## src/mifp_pkg.sv

```systemverilog
// Shared types and constants for the marked input field parser.
package mifp_pkg;

    // Parse phase of the byte string
    typedef enum logic [1:0] {
        PH_INFO    = 2'd0,
        PH_LENGTH  = 2'd1,
        PH_SPECIAL = 2'd2
    } t_phase;

    // Sort and emit sequencer states
    typedef enum logic [2:0] {
        S_IDLE  = 3'd0,
        S_PREP  = 3'd1,
        S_LOAD  = 3'd2,
        S_FIRST = 3'd3,
        S_CMP   = 3'd4,
        S_TAIL  = 3'd5,
        S_EMRD  = 3'd6,
        S_EMIT  = 3'd7
    } t_seq_state;

    // Configuration register indexes
    typedef enum logic [1:0] {
        CFG_CHECK_MARK     = 2'd0,
        CFG_LENGTH_MARK    = 2'd1,
        CFG_SPECIAL_MARK   = 2'd2,
        CFG_DEFAULT_LENGTH = 2'd3
    } t_cfg_idx;

    // Configuration register set
    typedef struct packed {
        logic [7:0]  check_mark;
        logic [7:0]  length_mark;
        logic [7:0]  special_mark;
        logic [15:0] default_length;
    } t_cfg;

    // Sequencer to top level: result load control
    typedef struct packed {
        logic       busy;
        logic       load;
        logic       last;
        logic       byte_vld;
        logic [7:0] sbyte;
        logic       clear;
    } t_seq_ctl;

    localparam int        CFG_IDX_W      = 2;
    localparam int        CFG_DATA_W     = 16;
    localparam logic [7:0]  RST_CHECK    = 8'd33;
    localparam logic [7:0]  RST_LENGTH   = 8'd35;
    localparam logic [7:0]  RST_SPECIAL  = 8'd36;
    localparam logic [15:0] RST_DEF_LEN  = 16'd16;
    localparam logic [7:0]  CH_ZERO      = 8'h30;
    localparam logic [7:0]  CH_NINE      = 8'h39;
    localparam logic [19:0] LEN_SAT      = 20'h0FFFF;
    localparam int        LEN_W          = 16;

endpackage

```

## src/marked_input_field_parser.sv

```systemverilog
// Top level of the marked input field parser.
//
//  Channel  | Direction | Handshake               | Content
//  ---------+-----------+-------------------------+----------------------------------------
//  s        | in        | i_s_tvalid / o_s_tready | tdata: in_byte; tlast: in_last
//  m        | out       | o_m_tvalid / i_m_tready | tdata: summary and sorted byte;
//           |           |                         | tuser: special_valid; tlast: run_last
//  cfg      | in        | i_cfg_valid/o_cfg_ready | index and data of one register
//
//  A byte without tlast is taken whenever o_s_tready is high. A byte with tlast holds o_s_tready
//  low while the store of special bytes is bubble sorted and read out, with the single compare
//  and the single store read port; a stalled output also holds up the readout.
//  Reset is synchronous and active low; the store has no clearing pass.
//  The output register lets the next string start while the final result waits.
module marked_input_field_parser #(
    parameter int MAX_SPECIAL = 32,
    parameter int MAX_STRING  = 256
) (
    input  logic                                        i_clk,
    input  logic                                        i_rst_n,
    input  logic                                        i_s_tvalid,
    output logic                                        o_s_tready,
    input  logic [7:0]                                  i_s_tdata,  // [7:0] in_byte
    input  logic                                        i_s_tlast,
    output logic                                        o_m_tvalid,
    input  logic                                        i_m_tready,
    // lowest bit up: has_check, info_count, length_value, special_count, special_byte,
    // special_overflow, zero fill
    output logic [((($clog2(MAX_STRING+1)+$clog2(MAX_SPECIAL+1)+26)+7)/8)*8-1:0] o_m_tdata,
    output logic                                        o_m_tuser,  // [0] special_valid
    output logic                                        o_m_tlast,
    input  logic                                        i_cfg_valid,
    output logic                                        o_cfg_ready,
    input  logic [mifp_pkg::CFG_IDX_W-1:0]              i_cfg_index,
    input  logic [mifp_pkg::CFG_DATA_W-1:0]             i_cfg_data
);

    localparam int IW = $clog2(MAX_STRING + 1);
    localparam int CW = $clog2(MAX_SPECIAL + 1);
    localparam int AW = $clog2(MAX_SPECIAL);
    localparam int FW = IW + CW + 26;
    localparam int DW = ((FW + 7) / 8) * 8;

    mifp_pkg::t_cfg     r_cfg;
    mifp_pkg::t_seq_ctl w_ctl;

    logic               w_take;
    logic               w_start;
    logic               w_out_free;
    logic               w_has_check;
    logic [IW-1:0]      w_info;
    logic [15:0]        w_len;
    logic [CW-1:0]      w_cnt;
    logic               w_ovf;
    logic               w_p_we;
    logic [AW-1:0]      w_p_waddr;
    logic [7:0]         w_p_wdata;
    logic               w_s_we;
    logic [AW-1:0]      w_s_waddr;
    logic [7:0]         w_s_wdata;
    logic [AW-1:0]      w_raddr;
    logic [7:0]         w_rdata;

    logic               r_out_valid;
    logic [FW-1:0]      r_out_data;
    logic               r_out_user;
    logic               r_out_last;

    assign o_s_tready  = !w_ctl.busy;
    assign o_cfg_ready = 1'b1;
    assign w_take      = i_s_tvalid && o_s_tready;
    assign w_start     = w_take && i_s_tlast;
    assign w_out_free  = !r_out_valid || i_m_tready;

    // Configuration registers
    always_ff @(posedge i_clk) begin
        if (!i_rst_n) begin
            r_cfg.check_mark     <= mifp_pkg::RST_CHECK;
            r_cfg.length_mark    <= mifp_pkg::RST_LENGTH;
            r_cfg.special_mark   <= mifp_pkg::RST_SPECIAL;
            r_cfg.default_length <= mifp_pkg::RST_DEF_LEN;
        end else if (i_cfg_valid) begin
            case (mifp_pkg::t_cfg_idx'(i_cfg_index))
                mifp_pkg::CFG_CHECK_MARK:     r_cfg.check_mark     <= i_cfg_data[7:0];
                mifp_pkg::CFG_LENGTH_MARK:    r_cfg.length_mark    <= i_cfg_data[7:0];
                mifp_pkg::CFG_SPECIAL_MARK:   r_cfg.special_mark   <= i_cfg_data[7:0];
                mifp_pkg::CFG_DEFAULT_LENGTH: r_cfg.default_length <= i_cfg_data;
                default: begin
                end
            endcase
        end
    end

    mifp_parse #(
        .MAX_SPECIAL (MAX_SPECIAL),
        .MAX_STRING  (MAX_STRING)
    ) u_parse (
        .i_clk           (i_clk),
        .i_rst_n         (i_rst_n),
        .i_take          (w_take),
        .i_byte          (i_s_tdata),
        .i_clear         (w_ctl.clear),
        .i_cfg           (r_cfg),
        .o_has_check     (w_has_check),
        .o_info_count    (w_info),
        .o_length_value  (w_len),
        .o_special_count (w_cnt),
        .o_overflow      (w_ovf),
        .o_we            (w_p_we),
        .o_waddr         (w_p_waddr),
        .o_wdata         (w_p_wdata)
    );

    mifp_sort #(
        .MAX_SPECIAL (MAX_SPECIAL)
    ) u_sort (
        .i_clk      (i_clk),
        .i_rst_n    (i_rst_n),
        .i_start    (w_start),
        .i_count    (w_cnt),
        .i_out_free (w_out_free),
        .i_rdata    (w_rdata),
        .o_raddr    (w_raddr),
        .o_we       (w_s_we),
        .o_waddr    (w_s_waddr),
        .o_wdata    (w_s_wdata),
        .o_ctl      (w_ctl)
    );

    // Store: the parser writes while idle, the sequencer while sorting
    mifp_ram #(
        .WIDTH (8),
        .DEPTH (MAX_SPECIAL)
    ) u_store (
        .i_clk   (i_clk),
        .i_we    (w_p_we || w_s_we),
        .i_waddr (w_ctl.busy ? w_s_waddr : w_p_waddr),
        .i_wdata (w_ctl.busy ? w_s_wdata : w_p_wdata),
        .i_raddr (w_raddr),
        .o_rdata (w_rdata)
    );

    // Output register: load a result, drop it once the transaction completes
    always_ff @(posedge i_clk) begin
        if (!i_rst_n) begin
            r_out_valid <= 1'b0;
        end else if (w_ctl.load) begin
            r_out_valid <= 1'b1;
        end else if (i_m_tready) begin
            r_out_valid <= 1'b0;
        end
    end

    always_ff @(posedge i_clk) begin
        if (w_ctl.load) begin
            r_out_data <= {w_ovf, w_ctl.sbyte, w_cnt, w_len, w_info, w_has_check};
            r_out_user <= w_ctl.byte_vld;
            r_out_last <= w_ctl.last;
        end
    end

    assign o_m_tvalid = r_out_valid;
    assign o_m_tdata  = DW'(r_out_data);
    assign o_m_tuser  = r_out_user;
    assign o_m_tlast  = r_out_last;

endmodule

```

## src/mifp_ram.sv

```systemverilog
// Generic single-write, single-read RAM with registered read data.
module mifp_ram #(
    parameter int WIDTH = 8,
    parameter int DEPTH = 32
) (
    input  logic                     i_clk,
    input  logic                     i_we,
    input  logic [$clog2(DEPTH)-1:0] i_waddr,
    input  logic [WIDTH-1:0]         i_wdata,
    input  logic [$clog2(DEPTH)-1:0] i_raddr,
    output logic [WIDTH-1:0]         o_rdata
);

    logic [WIDTH-1:0] r_mem [DEPTH];
    logic [WIDTH-1:0] r_rdata;

    // Write port
    always_ff @(posedge i_clk) begin
        if (i_we) begin
            r_mem[i_waddr] <= i_wdata;
        end
    end

    // Registered read port
    always_ff @(posedge i_clk) begin
        r_rdata <= r_mem[i_raddr];
    end

    assign o_rdata = r_rdata;

endmodule

```

## src/mifp_parse.sv

```systemverilog
// Byte parser: check mark, information count, length field and special byte store writes.
module mifp_parse #(
    parameter int MAX_SPECIAL = 32,
    parameter int MAX_STRING  = 256
) (
    input  logic                                 i_clk,
    input  logic                                 i_rst_n,
    input  logic                                 i_take,
    input  logic [7:0]                           i_byte,
    input  logic                                 i_clear,
    input  mifp_pkg::t_cfg                       i_cfg,
    output logic                                 o_has_check,
    output logic [$clog2(MAX_STRING+1)-1:0]      o_info_count,
    output logic [mifp_pkg::LEN_W-1:0]           o_length_value,
    output logic [$clog2(MAX_SPECIAL+1)-1:0]     o_special_count,
    output logic                                 o_overflow,
    output logic                                 o_we,
    output logic [$clog2(MAX_SPECIAL)-1:0]       o_waddr,
    output logic [7:0]                           o_wdata
);

    localparam int IW = $clog2(MAX_STRING + 1);
    localparam int CW = $clog2(MAX_SPECIAL + 1);
    localparam int AW = $clog2(MAX_SPECIAL);
    localparam logic [IW-1:0] INFO_MAX = IW'(MAX_STRING);
    localparam logic [CW-1:0] SPEC_MAX = CW'(MAX_SPECIAL);

    mifp_pkg::t_phase          r_phase, n_phase;
    logic                      r_first, n_first;
    logic                      r_check, n_check;
    logic [IW-1:0]             r_info, n_info;
    logic                      r_len_seen, n_len_seen;
    logic [mifp_pkg::LEN_W-1:0] r_acc, n_acc;
    logic [CW-1:0]             r_cnt, n_cnt;
    logic                      r_ovf, n_ovf;

    logic                      w_is_check;
    logic                      w_is_len;
    logic                      w_is_spec;
    logic                      w_is_digit;
    logic [19:0]               w_acc_next;

    assign w_is_check = (i_byte == i_cfg.check_mark);
    assign w_is_len   = (i_byte == i_cfg.length_mark);
    assign w_is_spec  = (i_byte == i_cfg.special_mark);
    assign w_is_digit = (i_byte >= mifp_pkg::CH_ZERO) && (i_byte <= mifp_pkg::CH_NINE);

    // Accumulate one decimal digit: acc * 10 as two shifted copies, plus the digit
    assign w_acc_next = {1'b0, r_acc, 3'b000} + {3'b000, r_acc, 1'b0}
                      + {16'd0, i_byte[3:0]};

    // Next parse state for one accepted byte
    always_comb begin
        n_phase    = r_phase;
        n_first    = r_first;
        n_check    = r_check;
        n_info     = r_info;
        n_len_seen = r_len_seen;
        n_acc      = r_acc;
        n_cnt      = r_cnt;
        n_ovf      = r_ovf;
        o_we       = 1'b0;
        if (i_take) begin
            n_first = 1'b0;
            if (r_first) begin
                n_check = w_is_check;
            end
            case (r_phase)
                mifp_pkg::PH_INFO: begin
                    if (w_is_spec) begin
                        n_phase = mifp_pkg::PH_SPECIAL;
                    end else if (w_is_len) begin
                        n_phase    = mifp_pkg::PH_LENGTH;
                        n_len_seen = 1'b1;
                        n_acc      = '0;
                    end else if (!(r_first && w_is_check) && (r_info < INFO_MAX)) begin
                        n_info = r_info + IW'(1);
                    end
                end
                mifp_pkg::PH_LENGTH: begin
                    if (w_is_spec) begin
                        n_phase = mifp_pkg::PH_SPECIAL;
                    end else if (w_is_digit) begin
                        n_acc = (w_acc_next > mifp_pkg::LEN_SAT) ? '1 : w_acc_next[15:0];
                    end
                end
                default: begin
                    if (r_cnt < SPEC_MAX) begin
                        o_we  = 1'b1;
                        n_cnt = r_cnt + CW'(1);
                    end else begin
                        n_ovf = 1'b1;
                    end
                end
            endcase
        end
    end

    // Hold parse state; return to the start of a string on clear
    always_ff @(posedge i_clk) begin
        if (!i_rst_n || i_clear) begin
            r_phase    <= mifp_pkg::PH_INFO;
            r_first    <= 1'b1;
            r_check    <= 1'b0;
            r_info     <= '0;
            r_len_seen <= 1'b0;
            r_acc      <= '0;
            r_cnt      <= '0;
            r_ovf      <= 1'b0;
        end else begin
            r_phase    <= n_phase;
            r_first    <= n_first;
            r_check    <= n_check;
            r_info     <= n_info;
            r_len_seen <= n_len_seen;
            r_acc      <= n_acc;
            r_cnt      <= n_cnt;
            r_ovf      <= n_ovf;
        end
    end

    assign o_waddr         = r_cnt[AW-1:0];
    assign o_wdata         = i_byte;
    assign o_has_check     = r_check;
    assign o_info_count    = r_info;
    assign o_length_value  = r_len_seen ? r_acc : i_cfg.default_length;
    assign o_special_count = r_cnt;
    assign o_overflow      = r_ovf;

endmodule

```

## src/mifp_sort.sv

```systemverilog
// Sort and emit sequencer: bubble sort over the store with one shared compare, then readout.
module mifp_sort #(
    parameter int MAX_SPECIAL = 32
) (
    input  logic                              i_clk,
    input  logic                              i_rst_n,
    input  logic                              i_start,
    input  logic [$clog2(MAX_SPECIAL+1)-1:0]  i_count,
    input  logic                              i_out_free,
    input  logic [7:0]                        i_rdata,
    output logic [$clog2(MAX_SPECIAL)-1:0]    o_raddr,
    output logic                              o_we,
    output logic [$clog2(MAX_SPECIAL)-1:0]    o_waddr,
    output logic [7:0]                        o_wdata,
    output mifp_pkg::t_seq_ctl                o_ctl
);

    localparam int AW = $clog2(MAX_SPECIAL);
    localparam int CW = $clog2(MAX_SPECIAL + 1);

    mifp_pkg::t_seq_state r_state, n_state;
    logic [AW-1:0]        r_k, n_k;
    logic [AW-1:0]        r_hi, n_hi;
    logic [7:0]           r_c, n_c;

    logic [AW-1:0]        w_top;
    logic                 w_swap;
    logic                 w_none;
    logic                 w_emit_last;

    // Highest occupied entry, and the shared compare of carry against the read entry
    assign w_top       = AW'(i_count - CW'(1));
    assign w_swap      = (r_c > i_rdata);
    assign w_none      = (i_count == '0);
    assign w_emit_last = w_none || (r_k == w_top);

    // Next state
    always_comb begin
        n_state = r_state;
        case (r_state)
            mifp_pkg::S_IDLE: begin
                if (i_start) begin
                    n_state = mifp_pkg::S_PREP;
                end
            end
            mifp_pkg::S_PREP: begin
                n_state = (i_count > CW'(1)) ? mifp_pkg::S_LOAD : mifp_pkg::S_EMRD;
            end
            mifp_pkg::S_LOAD:  n_state = mifp_pkg::S_FIRST;
            mifp_pkg::S_FIRST: n_state = mifp_pkg::S_CMP;
            mifp_pkg::S_CMP: begin
                if (r_k == r_hi) begin
                    n_state = mifp_pkg::S_TAIL;
                end
            end
            mifp_pkg::S_TAIL: begin
                n_state = (r_hi == AW'(1)) ? mifp_pkg::S_EMRD : mifp_pkg::S_LOAD;
            end
            mifp_pkg::S_EMRD: n_state = mifp_pkg::S_EMIT;
            mifp_pkg::S_EMIT: begin
                if (i_out_free && w_emit_last) begin
                    n_state = mifp_pkg::S_IDLE;
                end
            end
            default: n_state = mifp_pkg::S_IDLE;
        endcase
    end

    // Outputs and datapath next values
    always_comb begin
        n_k          = r_k;
        n_hi         = r_hi;
        n_c          = r_c;
        o_raddr      = '0;
        o_we         = 1'b0;
        o_waddr      = '0;
        o_wdata      = r_c;
        o_ctl.busy     = (r_state != mifp_pkg::S_IDLE);
        o_ctl.load     = 1'b0;
        o_ctl.last     = w_emit_last;
        o_ctl.byte_vld = !w_none;
        o_ctl.sbyte    = w_none ? 8'd0 : i_rdata;
        o_ctl.clear    = 1'b0;
        case (r_state)
            mifp_pkg::S_PREP: begin
                n_hi = w_top;
                n_k  = '0;
            end
            mifp_pkg::S_LOAD: begin
                o_raddr = '0;
            end
            // Take entry zero as the carry, fetch entry one
            mifp_pkg::S_FIRST: begin
                n_c     = i_rdata;
                o_raddr = AW'(1);
                n_k     = AW'(1);
            end
            // Drop the smaller one below, carry the larger one upward
            mifp_pkg::S_CMP: begin
                o_we    = 1'b1;
                o_waddr = r_k - AW'(1);
                o_wdata = w_swap ? i_rdata : r_c;
                n_c     = w_swap ? r_c : i_rdata;
                o_raddr = r_k + AW'(1);
                n_k     = r_k + AW'(1);
            end
            // Park the pass maximum at the top and shrink the range
            mifp_pkg::S_TAIL: begin
                o_we    = 1'b1;
                o_waddr = r_hi;
                o_wdata = r_c;
                n_hi    = r_hi - AW'(1);
                n_k     = '0;
            end
            mifp_pkg::S_EMRD: begin
                o_raddr = r_k;
            end
            // Load one result when the output register is free, prefetch the next entry
            mifp_pkg::S_EMIT: begin
                o_raddr = r_k;
                if (i_out_free) begin
                    o_ctl.load  = 1'b1;
                    o_ctl.clear = w_emit_last;
                    o_raddr     = r_k + AW'(1);
                    n_k         = r_k + AW'(1);
                end
            end
            default: begin
            end
        endcase
    end

    // State register
    always_ff @(posedge i_clk) begin
        if (!i_rst_n) begin
            r_state <= mifp_pkg::S_IDLE;
        end else begin
            r_state <= n_state;
        end
    end

    // Counters and carry
    always_ff @(posedge i_clk) begin
        r_k  <= n_k;
        r_hi <= n_hi;
        r_c  <= n_c;
    end

endmodule

```

## config.mk

```make
export PLATFORM = sky130hd
export DESIGN_NAME = marked_input_field_parser
export DESIGN_NICKNAME = d
export VERILOG_FILES = /design/src/mifp_pkg.sv /design/src/marked_input_field_parser.sv /design/src/mifp_ram.sv /design/src/mifp_parse.sv /design/src/mifp_sort.sv
export SDC_FILE = /design/constraint.sdc
export NUM_CORES = 1
export LEC_CHECK = 0
export BUFFER_PORTS_ARGS = -buffer_cell sky130_fd_sc_hd__buf_2
export CAP_MARGIN = 10
export CORE_AREA = 3 3 188 190
export DETAILED_ROUTE_END_ITERATION = 10
export DIE_AREA = 0 0 191 193
export PLACE_DENSITY = 0.72
export SLEW_MARGIN = 10
export SYNTH_ARGS = -nofsm -noshare
export SYNTH_HDL_FRONTEND = slang
export SYNTH_SLANG_ARGS = --single-unit
```

## constraint.sdc

```tcl
create_clock -name i_clk -period 6.9 [get_ports i_clk]
set_input_delay 1.38 -clock i_clk [delete_from_list [all_inputs] [get_ports i_clk]]
set_output_delay 1.38 -clock i_clk [all_outputs]
set_load 0.05 [all_outputs]
```

* Word-level counts from Yosys, hierarchy flattened *
Memories as Yosys holds them, arrays and structs flattened. A register that Yosys moved wholly into a read port is not among the register bits.
Index checks and enable logic that the tools add are counted.
Widths: inputs -> output; s select.

storage, ports and cells
  flip-flop bits (word level) = 142
  memories kept = 1
  input bits = 32
  output and inout port bits = 53
  logic and storage cells = 149
  bits in writable memories = 256

cells by class
  equality and inequality tests = 27
  reductions and logical operators = 41
  magnitude comparators = 7
  muxes and demuxes = 40
  bitwise operators = 4
  add/sub/neg operators = 8

memories
  memory         depth  width  read ports  clocked after memory_dff  wr ports  line            RTL
  u_store.r_mem  32     8      1           1                         1         mifp_ram.sv:14  logic [WIDTH-1:0] r_mem [DEPTH];

operators with widths
  operator              count
  $mux 16               6
  $pmux 5 s4            2
  $mux 8                4
  $pmux 16 s2           1
  $eq 8x8->1            3
  $pmux 3 s8            1
  $add 19x17->20        1
  $add 20x4->20         1
  $gt 20x16->1 const B  1
  $pmux 5 s2            2
  $pmux 8 s2            1
  $mux 3                5
  $sub 5x1->5 const B   3
  $eq 3x3->1 const B    4
  $mux 1                12
  $ne 2x1->1 const B    6
  $reduce_and 2->1      6
  $eq 5x5->1            2
  $mux 5                2
  $add 9x1->9 const B   1
  $lt 9x9->1 const B    1
  $reduce_and 3->1      3
  $ge 8x6->1 const B    1
  $gt 8x8->1            1
  other kinds (28)      57

* Longest topological paths before layout *
Gate-level depths: netlist of run 1.

  word-level depth = 7
  gate-level depth with buffers = 12
  depth with buffers taken out = 11

* Modules after synthesis *
A second synthesis of run 1 with hierarchy kept.

second synthesis, totals
  cell total of the unflattened synthesis = 1217
  area total of the unflattened synthesis = 18182.4 um^2

modules (own cells, without submodules)
  module                     area each (um^2)  cells each  instances  seq. area each (um^2)
  mifp_ram                   10053.4           417         1          7847.5
  marked_input_field_parser  3140.5            232         1          2112.0
  mifp_parse                 3130.5            359         1          740.7
  mifp_sort                  1858.0            209         1          600.6

* Least setup slack after synthesis of run 1 *
No wires, ideal clock.

  kind = register to register
  start = reg u_sort.r_c[1]
  end = mem u_store.r_mem[0][0], data pin
  cell stages (with the launch flop) = 10
  required time = 6.285 ns
  buffers on the path = 1
  period minus slack after synthesis = 4.545 ns
  path slack = 2.355 ns
  setup time = 0.615 ns
  arrival = 3.929 ns
  path through = edfxtp_1 > ha_1 > nor2b_1 > o21a_1 > o21ai_0 > a21oi_1 > o22a_1 > and2_1 > clkbuf_1 > o311ai_0

between the ends
  word-level cells in the longest chain between the ends = 4

ends and longest elaborated chain
  what                      line                              RTL
  start: declaration        mifp_sort.sv:24                   logic [7:0] r_c, n_c;
  start signal: assignment  mifp_sort.sv:146                  r_c <= n_c;
  $gt 8x8->1                mifp_sort.sv:33                   assign w_swap = (r_c > i_rdata);
  $mux 8                    mifp_sort.sv:102                  o_wdata = w_swap ? i_rdata : r_c;
  $mux 8                    mifp_sort.sv:84                   case (r_state)
  $mux 8                    marked_input_field_parser.sv:138  .i_wdata (w_ctl.busy ? w_s_wdata : w_p_wdata),
  net u_store.i_wdata[0]    mifp_ram.sv:9                     input logic [WIDTH-1:0] i_wdata,
  end: declaration          mifp_ram.sv:14

The timed path passes the listed nets, and every way through them passes these cells.

* Final worst setup path of run 1 *
  start = in i_s_tdata[3]
  end = reg u_parse.r_acc[15] (netlist bit)

between the ends
  word-level cells in the longest chain between the ends = 6
  elaborated cells on any way between the ends = 16
  those cells by class = add/sub (1); order compare (3); eq/ne (6); mux (4); reduce/logical (2)

ends and longest elaborated chain
  what                    line                             RTL
  start: declaration      marked_input_field_parser.sv:23  input logic [7:0] i_s_tdata,
  $add 20x4->20           mifp_parse.sv:50                 + {16'd0, i_byte[3:0]};
  $gt 20x16->1            mifp_parse.sv:84                 n_acc = (w_acc_next > mifp_pkg::LEN_SAT) ? '1 : w_acc_next[15:0];
  $mux 16                 mifp_parse.sv:84
  $mux 16                 mifp_parse.sv:83                 end else if (w_is_digit) begin
  $mux 16                 mifp_parse.sv:81                 if (w_is_spec) begin
  $pmux 16 s2             mifp_parse.sv:68                 case (r_phase)
  end signal: assignment  mifp_parse.sv:116                r_acc <= n_acc;
  end: declaration        mifp_parse.sv:33                 logic [mifp_pkg::LEN_W-1:0] r_acc, n_acc;

Parallel ways exist; a longest one is shown, timed or not. The select of a mux whose other input is x is not followed.
A chain may end at the register's enable or synchronous reset.

==> flow_metrics.py, run 1 <==
metrics = {
    "timing": {
        "setup_ws_ps": 2790,
        "period_minus_slack_ps": 4110,
        "tightestPinTransition_ps": 986,
        "final_max_slew_viol_count": 0,
        "finalSetupTns_ps": 0,
        "whs_ps": 440,
        "skew_ps": 26.5,
        "rsz0062_at_grt": "false",
        "fmax_ghz": 0.243,
        "hold_violations": 0,
        "relSlewSlack_pct": 34.2,
        "setup_viol": 0,
        "post-route-period-util_pct": 59.6,
    },
    "power": {
        "p_per_area_nw_per_um2": 374,
        "ir_drop_uv": 271,
        "leakagePower_nw": 7.42,
    },
    "yosys": {
        "synthArstFlopShare_pct": 0,
        "ys_top_cells_by_area": "edfxtp_1 (51%), dfxtp_1 (9.6%), nand2_1 (4.1%)",
        "ys_warn_count": 0,
        "muxShareOfSynthArea_pct": 4.52,
        "ys.flop_type": "edfxtp_1",
        "synth_top_area_share_pct": 51.4,
        "syn_inst": 1538,
        "synth_top_family_by_area": "compound AO/OA/AOI/OAI gates",
        "synth-seq-cells": 406,
        "synthSimpleGateAreaFrac_pct": 11.6,
        "synth_compound_area_share_pct": 12.2,
        "yosysTopAreaCell": "edfxtp_1",
        "synthDistinctLibCells": 77,
        "synth_area_um2": 18500,
        "avgSynthCellArea_um2": 12.0,
        "synth-xor-area-share_pct": 3.17,
        "synthAdderAreaFrac_pct": 3.73,
        "ys_seq_area_share_pct": 61.1,
        "synth-edff-count": 317,
    },
    "clock_tree": {
        "cts_hold_buf": 0,
        "clock_sinks": 406,
        "cts-buffers-inserted": 44,
        "clkLatencyLatePin_ps": 560,
        "clockRootBuffer": "clkbuf_16",
        "postCtsSetupBuffers": 0,
        "htreeDepth": 2,
        "tritoncts": "yes",
        "clk_pin_slew_ps": 60,
        "ctsResizeCount": 0,
        "clk_path_buf_depth": 3,
    },
    "critical_path": {
        "cp_max_fo": 16,
        "cp.buffers_inverters": 1,
        "start_kind": "input pin",
        "crit_required_ps": 7330,
        "timing.rr.end": "u_store.o_rdata[5]$_DFF_P_",
        "arrival_ps": 4540,
        "rr_worst_depth": 11,
        "cpMaxStageDelayCell": "nor2_2",
        "path_depth": 11,
        "critPathMaxStageDelay_ps": 580,
        "reg2reg_slack_ps": 3160,
        "worstPathCellList": "buf_2 -> fa_1 -> fa_1 -> a21oi_1 -> o221ai_2 -> a31o_2 -> a41oi_1 -> xnor2_1 -> nor2_2 -> a41o_1 -> a21oi_1",
        "path_delay_family": "compound AO/OA/AOI/OAI gates",
        "path_class": "input pin to flip-flop",
        "r2r-start": "u_sort.r_state[0]$_SDFFE_PN0P_",
        "end_kind": "flip-flop",
    },
    "global_route": {
        "grt_pass1_wl_mm": 67.9,
        "grt_max_degree": 53,
        "antenna_found_initial": 1,
        "grt_pass1_vias": 12000,
        "overflow": 0,
        "track_usage_pct": 23.7,
    },
    "place": {
        "finalWeightedCongestion": 0.879,
        "place_ws_ps": 2260,
        "dpl_cell_area_um2": 19100,
        "dp_hpwl_mm": 28.4,
        "io_buffers": 76,
    },
    "die": {
        "io_pins": 85,
        "die_w_um": 191,
        "initial_core_util_pct": 55.1,
        "die_area_um2": 36900,
        "die_y_um": 193,
        "core-area_um2": 33600,
        "num_rows": 67,
    },
    "final_layout": {
        "final_area_um2": 20600,
        "antennaDiodeCount": 0,
        "syn2layout_area_growth_pct": 11.2,
        "fin_nets": 1669,
        "fillCellCount": 2598,
        "drive_gt1_share_pct": 14.0,
    },
    "hold_path": {
        "hp-start": "u_parse.o_has_check$_SDFFE_PP0P_",
        "min_to": "r_out_data[0]$_DFFE_PP_",
        "holdCritPathClass": "flip-flop to flip-flop",
        "whs_path_depth": 0,
    },
    "detailed_routing": {
        "avgViaCountPerCell": 6.00,
        "wirelength_mm": 44.0,
        "detail-route-antenna-nets": 0,
        "drtPass1Iterations": 5,
        "drc": 0,
        "dr_total_vias": 12400,
        "dr.first_iter.drc_count": 1019,
        "wl_per_cell_um": 21.3,
    },
    "job": {
        "max-cap-violations": 0,
    },
    "run_status": {
        "status": "completed",
    },
}
[cells in the mapped netlist (30+ instances only)]
library cell,count
ha_1,52
edfxtp_1,317
mux2i_1,62
o211ai_1,39
nand2_1,203
xnor2_1,48
o221ai_1,30
o21ai_0,38
dfxtp_1,89
clkbuf_1,39
nor2_1,130
a21oi_1,65
[per-stage QoR]
| stage | util [%] | power (mW) | std cells |
|---|---|---|---|
| floorplan | - | 4.70 | 1544 |
| global placement | 56.9 | 5.38 | 1984 |
| detailed placement | 56.9 | 5.44 | 1984 |
| CTS | 61.1 | 7.69 | 2066 |
| global route | 61.2 | 8.03 | 2067 |
| finish | 61.2 | 7.70 | 2067 |
[how the worst max path moves through the flow]
stage	from	endpoint	slack, ps
final	i_s_tdata[3]	u_parse.r_acc[15]$_SDFFE_PP0P_	2790
after global routing	i_s_tdata[3]	u_parse.r_acc[15]$_SDFFE_PP0P_	2630
after CTS	i_s_tdata[3]	u_parse.r_acc[15]$_SDFFE_PP0P_	2840
after detailed placement	i_s_tdata[3]	u_parse.r_acc[15]$_SDFFE_PP0P_	2260
after global placement	i_s_tdata[3]	u_parse.r_acc[15]$_SDFFE_PP0P_	2310
after floorplan	u_sort.r_c[1]$_DFFE_PP_	u_store.r_mem[0][0]$_DFFE_PP_	2360
[state kept, by name, summed over array words and instances, names as in the netlist, 2 cells and up]
register and count:
u_sort.r_state 3, u_parse.o_special_count 6, u_store.r_mem 256, u_sort.r_k 5
r_cfg 40, u_parse.r_phase 2, r_out_data 41, u_sort.r_c 8
u_parse.o_info_count 9, u_sort.r_hi 5, u_parse.r_acc 16, u_store.o_rdata 8
[cells in the final DEF (no fill, tap or decap), drive strengths merged, types with 40 or more instances in the layout]
| cell | instances |
|---|---|
| buf | 98 |
| ha | 52 |
| clkbuf | 60 |
| mux2i | 63 |
| dfxtp | 89 |
| nor2 | 132 |
| a21oi | 66 |
| edfxtp | 317 |
| o211ai | 42 |
| nand2 | 203 |
| o21ai | 40 |
| xnor2 | 48 |
[area by class of cell]
cell class,instances,area [um^2],area share [%]
flip-flops and latches,406,11300,54.9
multi-input cells,1005,6640,32.3
clock buffers,60,1190,5.79
repair buffers,98,566,2.75
well taps,448,561,2.72
clock inverters,22,221,1.08
inverters,28,105,0.511
[power breakdown]
group	internal (mW)	total, mW	switching, mW
registers	3.24	3.39	0.151
logic	0.542	2.04	1.50
clock network	1.30	2.26	0.960
total	5.09	7.70	2.61
[kinds of logic (layout without fill, tap and decap cells)]
group / Yosys count / after routing
flip-flops: 406 / 406
adder cells (fa/ha/maj): 54 / 54
AND/OR/NAND/NOR: 477 / 477
multiplexers: 81 / 81
XOR/XNOR: 67 / 67
AO/OA/AOI/OAI: 318 / 318
other: 2 / 8
buffers and inverters: 133 / 208
[per-layer routing]
| layer | track usage, % | routed length [um] |
|---|---|---|
| met1 | 32.7 | 18700 |
| met2 | 37.9 | 20400 |
| met3 | 5.10 | 3560 |
| met4 | 7.87 | 1290 |
| met5 | 0 | 13 |
Note: power is estimated with default switching activity, not from simulation.
==> run 2: changes to the inputs <==
--- a/config.mk
+++ b/config.mk
@@ -5,12 +5,13 @@
 export SDC_FILE = /design/constraint.sdc
 export NUM_CORES = 1
 export LEC_CHECK = 0
+export ABC_AREA = 1
 export BUFFER_PORTS_ARGS = -buffer_cell sky130_fd_sc_hd__buf_2
 export CAP_MARGIN = 10
-export CORE_AREA = 3 3 188 190
+export CORE_AREA = 3 3 194 196
 export DETAILED_ROUTE_END_ITERATION = 10
-export DIE_AREA = 0 0 191 193
-export PLACE_DENSITY = 0.72
+export DIE_AREA = 0 0 197 199
+export PLACE_DENSITY = 0.75
 export SLEW_MARGIN = 10
 export SYNTH_ARGS = -nofsm -noshare
 export SYNTH_HDL_FRONTEND = slang
==> constraint.sdc (replaced) <==
create_clock -name i_clk -period 3.4 [get_ports i_clk]
set_input_delay 0.68 -clock i_clk [delete_from_list [all_inputs] [get_ports i_clk]]
set_output_delay 0.68 -clock i_clk [all_outputs]
set_load 0.05 [all_outputs]
==> run 2 against run 1 <==
Sequential power increased by 96%. First-iteration DRC count is 57% higher. Critical path depth decreased by 3. Critical endpoint is now u_store.r_mem[4][1]$_DFFE_PP_. Largest power group unchanged. Global-route usage grew 0.61 points. Area after synthesis up 6.8%.
==> flow_metrics.py, run 2 <==
metrics = {
    "timing": {
        "whs_ps": 425,
        "skew_ps": 30.0,
        "fmax_ghz": 0.337,
        "finalSetupTns_ps": 0,
        "final_max_slew_viol_count": 0,
        "period_minus_slack_ps": 2970,
        "tightestPinTransition_ps": 887,
        "relSlewSlack_pct": 40.8,
        "hold_violations": 0,
        "rsz0062_at_grt": "false",
        "post-route-period-util_pct": 87.3,
        "setup_viol": 0,
    },
    "critical_path": {
        "crit_required_ps": 3590,
        "arrival_ps": 3160,
        "path_class": "flip-flop to flip-flop",
        "start_kind": "flip-flop",
        "end_kind": "flip-flop",
        "cp_max_fo": 13,
        "cpMaxStageDelayCell": "nor2_1",
        "crit_top_cell": "inv_1",
        "worstPathCellList": "inv_1 -> ha_1 -> nand2_2 -> inv_1 -> a221oi_1 -> nand3_1 -> buf_4 -> nor2_1",
        "critPathMaxStageDelay_ps": 590,
    },
    "global_route": {
        "grt_pass1_vias": 14300,
        "track_usage_pct": 24.3,
        "overflow": 0,
        "antenna_found_initial": 0,
        "grt_max_degree": 100,
        "grt_pass1_wl_mm": 75.7,
    },
    "detailed_routing": {
        "wl_per_cell_um": 17.8,
        "wirelength_mm": 48.1,
        "dr.first_iter.drc_count": 1602,
        "drc": 0,
        "detail-route-antenna-nets": 0,
        "dr_total_vias": 15100,
        "avgViaCountPerCell": 5.58,
        "drtPass1Iterations": 6,
    },
    "clock_tree": {
        "postCtsSetupBuffers": 0,
        "clock_sinks": 406,
        "clockRootBuffer": "clkbuf_16",
        "htreeDepth": 2,
        "ctsResizeCount": 0,
        "tritoncts": "yes",
        "cts-buffers-inserted": 42,
        "clkLatencyLatePin_ps": 570,
        "clk_path_buf_depth": 3,
        "cts_hold_buf": 0,
        "clk_pin_slew_ps": 60,
    },
    "die": {
        "die_y_um": 199,
        "io_pins": 85,
        "die_w_um": 197,
        "core-area_um2": 36300,
        "initial_core_util_pct": 54.5,
        "die_area_um2": 39200,
        "num_rows": 70,
    },
    "final_layout": {
        "reg.largest.list": "u_store.r_mem x256, r_out_data x41, r_cfg x40",
        "mostFrequentLayoutCells": "nand2_1 (420), edfxtp_1 (317), nand3_1 (272), nor2_1 (245), inv_1 (222)",
        "largest_reg_flops": 256,
        "fin_nets": 2292,
        "layout_commonest_cell": "nand2_1",
        "top_register": "u_store.r_mem",
        "antennaDiodeCount": 0,
        "fillCellCount": 2953,
        "syn2layout_area_growth_pct": 12.9,
        "drive_gt1_share_pct": 11.3,
    },
    "yosys": {
        "synth-seq-cells": 406,
        "synthDistinctLibCells": 51,
        "avgSynthCellArea_um2": 9.37,
        "ys.flop_type": "edfxtp_1",
        "yosysMostFrequentCell": "nand2_1",
        "synth-edff-count": 317,
        "synth_area_um2": 19800,
        "ys_top_cells_by_area": "edfxtp_1 (48%), dfxtp_1 (9.0%), nand2_1 (8.0%)",
        "ys_seq_area_share_pct": 57.2,
        "synth_top_area_share_pct": 48.2,
        "synth_common_cells": "nand2_1 (421), edfxtp_1 (317), nand3_1 (272), nor2_1 (245), inv_1 (223)",
        "ys_warn_count": 0,
        "syn_inst": 2109,
        "yosysTopAreaCell": "edfxtp_1",
        "synthArstFlopShare_pct": 0,
    },
    "power": {
        "ir_drop_uv": 518,
        "leakagePower_nw": 9.27,
        "p_per_area_nw_per_um2": 692,
    },
    "hold_path": {
        "holdCritPathClass": "input pin to flip-flop",
    },
    "job": {
        "max-cap-violations": 0,
    },
    "run_status": {
        "status": "completed",
    },
    "place": {
        "finalWeightedCongestion": 0.942,
        "io_buffers": 76,
        "dp_hpwl_mm": 31.7,
    },
}
==> run 2: cell type report <==
class	count	area [um^2]	area share (%)
multi-input cells	1374	7070	31.7
flip-flops and latches	406	11300	50.7
well taps	468	586	2.62
clock inverters	19	267	1.19
repair buffers	149	1030	4.61
inverters	233	876	3.93
clock buffers	59	1180	5.27
==> run 2: path summary, 6_finish.rpt <==
check	startpoint	end	slack (ps)	depth (start not counted)
worst max-delay path	u_sort.r_state[0]$_SDFFE_PN0P_	u_store.r_mem[4][1]$_DFFE_PP_	430	8
worst min-delay path	i_cfg_data[1]	r_cfg[25]$_SDFFE_PN1P_	420	3
worst max register to register	u_sort.r_state[0]$_SDFFE_PN0P_	u_store.r_mem[4][1]$_DFFE_PP_	430	8
worst min register to register	u_parse.o_overflow$_SDFFE_PP0P_	r_out_data[40]$_DFFE_PP_	450	0
==> run 2: power breakdown <==
group	internal (mW)	switching (mW)
registers	6.37	0.252
clock network	2.88	1.88
logic	0.998	3.04
==> run 2: worst max-delay path: cells and delay by family, from the launching register on <==
kind | cells | cell delay [ps]
buffers and inverters | 3 | 500
DFF | 1 | 470
adders and majority gates | 1 | 260
and+or+nand+nor | 3 | 940
AOI/OAI and AO/OA | 1 | 420
==> run 2: through the flow <==
stage | instances | setup slack (ps) | cell area [um^2] | utilization [%] | power [mW]
after global routing | 2708 | 176 | 22300 | 61.5 | 16.1
final | 2708 | 431 | 22300 | 61.5 | 15.4
after CTS | 2708 | 453 | 22300 | 61.5 | 15.5
after detailed placement | 2630 | 232 | 20900 | 57.5 | 10.7
after floorplan | 2115 | 229 | 19800 | - | 9.29
after global placement | 2630 | 311 | 20900 | 57.5 | 10.6
==> run 2: routing by layer <==
metal  routed length, um  up-vias  track usage, %
li1                    -     7243               -
met1               20100     7126            33.5
met2               23000      665            40.8
met3                3880       90            3.66
met4                1080        0            6.55
met5                   0        -               0
==> run 2: logic make-up after synthesis <==
family	count (synthesis)	share of synthesized area [%]
compound gates	172	4.68
xor+xnor	43	1.91
fa+ha+maj	54	3.49
buf+inv	335	7.36
flops	406	57.2
mux	1	0.0506
other cells	2	0.0380
simple gates	1096	25.3
